### src/rtl/lsrc_pkg.sv
// ----------------------------------------------------------------------------
// lsrc_pkg
// Shared widths, types and register codes of the line segment clipper.
// ----------------------------------------------------------------------------
package lsrc_pkg;

  // coordinate and fraction widths
  localparam int COORD_BITS = 12;
  localparam int FRAC_BITS  = 16;

  // derived widths
  localparam int DIFF_BITS  = COORD_BITS + 1;
  localparam int MAG_BITS   = COORD_BITS;
  localparam int PROD_BITS  = 2 * DIFF_BITS;
  localparam int T_BITS     = FRAC_BITS + 1;

  // divider widths: divisor is twice a denominator, quotient covers t and offsets
  localparam int DIV_D_BITS = COORD_BITS + 1;
  localparam int DIV_Q_BITS = (FRAC_BITS + 1 > COORD_BITS + 1) ? FRAC_BITS + 1 : COORD_BITS + 1;
  localparam int DIV_N_BITS = DIV_D_BITS + DIV_Q_BITS;

  // divider lanes
  localparam int LANES       = 6;
  localparam int LANE_T_ENTER = 0;
  localparam int LANE_T_EXIT  = 1;
  localparam int LANE_SX      = 2;
  localparam int LANE_SY      = 3;
  localparam int LANE_EX      = 4;
  localparam int LANE_EY      = 5;

  // configuration port
  localparam int APB_DATA_BITS = 32;
  localparam int ADDR_BITS     = 4;
  localparam logic [1:0] REG_X_MIN = 2'd0;
  localparam logic [1:0] REG_X_MAX = 2'd1;
  localparam logic [1:0] REG_Y_MIN = 2'd2;
  localparam logic [1:0] REG_Y_MAX = 2'd3;

  typedef logic signed [COORD_BITS-1:0] coord_t;
  typedef logic signed [DIFF_BITS-1:0]  diff_t;
  typedef logic        [MAG_BITS-1:0]   mag_t;
  typedef logic signed [PROD_BITS-1:0]  prod_t;
  typedef logic        [T_BITS-1:0]     tpar_t;
  typedef logic        [DIV_N_BITS-1:0] div_num_t;
  typedef logic        [DIV_D_BITS-1:0] div_den_t;
  typedef logic        [DIV_Q_BITS-1:0] div_quo_t;

  // register reset values
  localparam coord_t RST_X_MIN = coord_t'(20);
  localparam coord_t RST_X_MAX = coord_t'(40);
  localparam coord_t RST_Y_MIN = coord_t'(20);
  localparam coord_t RST_Y_MAX = coord_t'(40);

  // one in Q1.FRAC_BITS
  localparam tpar_t T_ONE = tpar_t'(1) << FRAC_BITS;

  // ordered clip rectangle
  typedef struct packed {
    coord_t x_lo;
    coord_t x_hi;
    coord_t y_lo;
    coord_t y_hi;
  } rect_t;

  // data that rides along the divider
  typedef struct packed {
    logic   visible;
    coord_t sx;
    coord_t sy;
  } side_t;

endpackage

### src/rtl/lsrc_cfg_regs.sv
// ----------------------------------------------------------------------------
// lsrc_cfg_regs
// Clip rectangle registers behind the APB-style port, with min/max ordering.
// ----------------------------------------------------------------------------
module lsrc_cfg_regs (
  input  logic                                clk_i,
  input  logic                                rst_ni,
  input  logic                                psel,
  input  logic                                penable,
  input  logic                                pwrite,
  input  logic [lsrc_pkg::ADDR_BITS-1:0]      paddr,
  input  logic [lsrc_pkg::APB_DATA_BITS-1:0]  pwdata,
  output logic [lsrc_pkg::APB_DATA_BITS-1:0]  prdata,
  output logic                                pready,
  output lsrc_pkg::rect_t                     rect_o
);
  import lsrc_pkg::*;

  coord_t     x_min_q, x_max_q, y_min_q, y_max_q;
  coord_t     rd_val;
  logic [1:0] idx;
  logic       wr_en;

  assign idx    = paddr[ADDR_BITS-1:2];
  assign wr_en  = psel && penable && pwrite;
  assign pready = 1'b1;

  // register writes
  always_ff @(posedge clk_i or negedge rst_ni) begin
    if (!rst_ni) begin
      x_min_q <= RST_X_MIN;
      x_max_q <= RST_X_MAX;
      y_min_q <= RST_Y_MIN;
      y_max_q <= RST_Y_MAX;
    end else if (wr_en) begin
      unique case (idx)
        REG_X_MIN: x_min_q <= pwdata[COORD_BITS-1:0];
        REG_X_MAX: x_max_q <= pwdata[COORD_BITS-1:0];
        REG_Y_MIN: y_min_q <= pwdata[COORD_BITS-1:0];
        REG_Y_MAX: y_max_q <= pwdata[COORD_BITS-1:0];
        default:   x_min_q <= x_min_q;
      endcase
    end
  end

  // read back, sign extended
  always_comb begin
    unique case (idx)
      REG_X_MIN: rd_val = x_min_q;
      REG_X_MAX: rd_val = x_max_q;
      REG_Y_MIN: rd_val = y_min_q;
      REG_Y_MAX: rd_val = y_max_q;
      default:   rd_val = x_min_q;
    endcase
  end
  assign prdata = {{(APB_DATA_BITS-COORD_BITS){rd_val[COORD_BITS-1]}}, rd_val};

  // swapped limits are used in sorted order
  assign rect_o.x_lo = (x_min_q < x_max_q) ? x_min_q : x_max_q;
  assign rect_o.x_hi = (x_min_q < x_max_q) ? x_max_q : x_min_q;
  assign rect_o.y_lo = (y_min_q < y_max_q) ? y_min_q : y_max_q;
  assign rect_o.y_hi = (y_min_q < y_max_q) ? y_max_q : y_min_q;

endmodule

### config.mk
export PLATFORM = sky130hd
export DESIGN_NAME = lsrc_cfg_regs
export DESIGN_NICKNAME = d
export VERILOG_FILES = /design/src/rtl/lsrc_pkg.sv /design/src/rtl/lsrc_cfg_regs.sv
export SDC_FILE = /design/constraint.sdc
export NUM_CORES = 1
export LEC_CHECK = 0
export BUFFER_PORTS_ARGS = -buffer_cell sky130_fd_sc_hd__buf_2
export CAP_MARGIN = 10
export CORE_MARGIN = 3
export CORE_UTILIZATION = 45
export CTS_CLUSTER_DIAMETER = 50
export DETAILED_ROUTE_END_ITERATION = 8
export PLACE_DENSITY = 0.71
export SYNTH_ARGS = -nofsm -noshare
export SYNTH_HDL_FRONTEND = slang
export SYNTH_SLANG_ARGS = --single-unit
export TNS_END_PERCENT = 20
### constraint.sdc
create_clock -name clk_i -period 4.1 [get_ports clk_i]
set_clock_uncertainty 0.05 [all_clocks]
set_input_delay 0.82 -clock clk_i [delete_from_list [all_inputs] [get_ports clk_i]]
set_output_delay 0.82 -clock clk_i [all_outputs]
set_load 0.05 [all_outputs]
Yosys cells after proc, flatten, opt, wreduce, memory -nomap -nowiden
Cells that the tools add are included.
{"block": "word_totals", "regBits": 48, "wordCells": 21}
{"block": "classes", "n_lt_le_gt_ge": 2, "n_eq_ne": 3, "muxes": 5, "n_reduce_logical": 7}
{"cell": "2-to-1 mux 12 bit", "count": 4}
{"cell": "one-hot mux 12 bit (4 select lines)", "count": 1}
{"cell": "less-than comparator 12 bit", "count": 2}
{"cell": "AND reduction 2 bit", "count": 4}
{"cell": "equality test 2 bit (second input constant)", "count": 2}
{"cell": "equality test 2 x 1 -> 1 bit (second input constant)", "count": 1}
{"cell": "logical AND 1 bit", "count": 2}
{"cell": "zero test 2 bit", "count": 1}

Depth between registers and ports, before layout
{"block": "logic_depth", "ltp_word": 3, "ltp_mapped": 8, "ltp_nobuf": 7}

Worst setup path before layout
No wires, ideal clock.
{"block": "synth_path", "path_kind": "register to output", "startpoint": "register y_max_q[5]", "endpoint": "output port rect_o[14] (netlist name)", "arrival_time_ps": 2287, "t_required_ps": 3230, "setup_slack_ps": 943, "stages_incl_launch_ff": 9, "cell_sequence": "dfstp_2 -> inv_1 -> ha_1 -> a21o_1 -> a221oi_1 -> o21ai_1 -> and2_1 -> buf_2 -> a221o_1"}
{"element": "from (decl)", "line_no": "lsrc_cfg_regs.sv:19", "rtl": "coord_t x_min_q, x_max_q, y_min_q, y_max_q;"}
{"element": "from (signal assigned)", "line_no": "lsrc_cfg_regs.sv:40", "rtl": "REG_Y_MAX: y_max_q <= pwdata[COORD_BITS-1:0];"}
{"element": "to (decl)", "line_no": "lsrc_cfg_regs.sv:15", "rtl": "output lsrc_pkg::rect_t rect_o"}

==> metrics <==
status=finished, final reports clean; worst hold-check path type=flip-flop to flip-flop; via count=2718; Final Setup Violations=0; NumNets Final=approximately 450; post-synthesis sequential area ratio=about a third; vias per inst=~5.6; asr flop ratio synth=between 90% and 100%; ant diodes=0; largest fanout on the critical path=22; first-pass iteration count of the detailed router=4; drt initial violations=slightly above 100; area leader, netlist=dfrtp_1; slowest cell delay on critical path=0.60 ns; Placed Area=between 0.004 and 0.005 mm^2; antenna violation net count after detailed routing=0; placed cells=480; initial antenna violation count=0; Worst-Skew Late Latency=approximately 0.29 ns; fin. max-slew vios=0; Remaining Overflow, GRT=0; multi-input logic area=0.00217 mm^2; Max H-tree Level=2; hold violation count in the final report=0; startpoint types=flip-flop; routability congestion estimate=between 0.8 and 0.9; Area contributors post-synth=dfrtp_1 (27%), mux2_2 (16%), mux2_4 (8.1%); crit share post-route=95.0%; largest net degree at the start of global routing=49; fin cells=about 490; Residual DRC=0; synthesized area per cell=approximately 12 um^2; mapped cell area=0.00371 mm^2; Critical-path top delay cell=dfstp_2; Max-slew headroom=33.3%; pin slew with the least headroom to its limit=around 1.0 ns; # clock sinks=48; Area Overhead vs Synth=14.8%; GR Util All Layers=between 10% and 20%; Post-CTS Hold Buffers=0; commonest non-fill, non-tap cell in the layout=buf_2; CORE AREA=about 0.008 mm^2; die width=96.8 um; setup bufs post-CTS=0; post-route design area=~0.0043 mm^2; Num CTS Buffers=5; Initial Util=between 40% and 50%; Post-Route WL=8340 um; fmax=257 MHz; DP Wirelength=6560 um; Post-CTS Resized=0; clock slew at reported path FFs=about 0.08 ns; vias in the first global route=~2700; DIE AREA=0.00937 mm^2; CTS root buf=clkbuf_8; dominant synthesized flop cell=dfrtp_1; first-pass GRT wire length=14000 um; fin crit period=about 3.9 ns; EDFF count, synth=0; wire length per cell=between 15 and 20 um; TritonCTS clock tree=done; row count=32; RSZ-0062 raised after global routing=false; crit path DAT=~3.0 ns; Post-Syn Instances=~310; register area=0.00121 mm^2; CTS max path bufs=2; commonest non-fill, non-tap cells in the layout=buf_2 (98), mux2_2 (52), dfrtp_1 (40); Worst setup EP type=primary output; final worst slack=just over 0.2 ns; CP Class=flip-flop to primary output; max-cap check violation count=0; worst slack, placed=~0.55 ns; TNS Setup=0 ns; io pins=roughly 120; layout cells sized above 1=53.9%; top-area cell type share of the netlist area=27.0%; Yosys reg bits=48; WP data required=about 3.2 ns; Syn Nets=around 370; YS warnings=0; Layout fillers=about 700; number of port buffers=between 90 and 100; die height=around 97 um; number of distinct library cells after synthesis=a little over 40; crit path cell chain=inv_1 -> ha_1 -> a21o_1 -> a221oi_1 -> o21ai_1 -> and2_1 -> a221o_1 -> buf_2
[metrics by stage]
step                      hold slack [ns]  util (%)
after floorplan                     0.474         -
after global placement              0.512      52.7
after detailed placement            0.528      52.7
after CTS                           0.546      54.3
after global routing                0.586      54.3
final                               0.545      54.3
[routing by layer]
layer / share of wire [%] / wire [um] / vias to the layer above / track usage, %
li1: - / - / 1313 / -
met4: 1.5 / 126 / 0 / 5.18
met5: 0 / 0 / - / 0
met1: 46 / 3800 / 1337 / 24.2
met3: 3.2 / 266 / 12 / 2.67
met2: 50 / 4150 / 56 / 30.4
[cell families after synthesis]
kind of cell	after synthesis	share of synthesized area [%]
other	1	0.101
DFF	48	32.6
adders and majority gates	22	7.42
and+or+nand+nor	35	5.36
AOI/OAI and AO/OA	59	13.8
muxes	86	31.8
buffers and inverters	60	8.87
[Yosys cell counts, types with 3 or more instances]
master / n
a21oi_1: 5
clkbuf_1: 6
a31oi_1: 5
a21o_1: 3
and2_1: 13
buf_2: 8
ha_1: 22
a22o_1: 11
nor2_1: 3
inv_1: 22
nor2b_1: 4
mux2_4: 20
dfstp_2: 8
mux4_2: 12
dfrtp_1: 40
a221o_1: 22
mux2_2: 52
nand2_1: 5
buf_4: 21
[registers in the layout, indices dropped and copies added, names as in the netlist]
signal and flops:
x_max_q 12, x_min_q 12, y_max_q 12, y_min_q 12
[worst paths after layout]
kind / endpoint / slack, ns / from / cells past startpoint
worst min register to register: x_max_q[11]$_DFFE_PN0P_ / 0.55 / x_max_q[11]$_DFFE_PN0P_ / 1
min in group asynchronous: x_max_q[4]$_DFFE_PN0P_ / 0.64 / rst_ni / 1
worst max-delay path: rect_o[13] / 0.20 / y_max_q[5]$_DFFE_PN1P_ / 8
worst max register to register: y_max_q[1]$_DFFE_PN0P_ / 3.18 / y_max_q[1]$_DFFE_PN0P_ / 1
worst min-delay path: x_max_q[11]$_DFFE_PN0P_ / 0.55 / x_max_q[11]$_DFFE_PN0P_ / 1
max in group asynchronous: y_max_q[11]$_DFFE_PN0P_ / 2.75 / rst_ni / 1
[worst max-delay path, delay by kind of cell (launching register included)]
| kind | cells | cell delay [ns] |
|---|---|---|
| AOI/OAI and AO/OA | 4 | 1.10 |
| and+or+nand+nor | 1 | 0.46 |
| DFF | 1 | 0.60 |
| buffers and inverters | 2 | 0.28 |
| adders and majority gates | 1 | 0.29 |
[area by class of cell]
type	count	area share (%)
Clock buffer	7	2.26
Clock inverter	1	0.705
Inverter	22	1.94
Multi-Input combinational cell	203	50.9
Sequential cell	48	28.4
Tap cell	102	3.00
Timing Repair Buffer	105	12.7
Power is left out: the tool's default activity adds up to more than one toggle a clock period on the data nets, which glitch-free logic cannot reach.
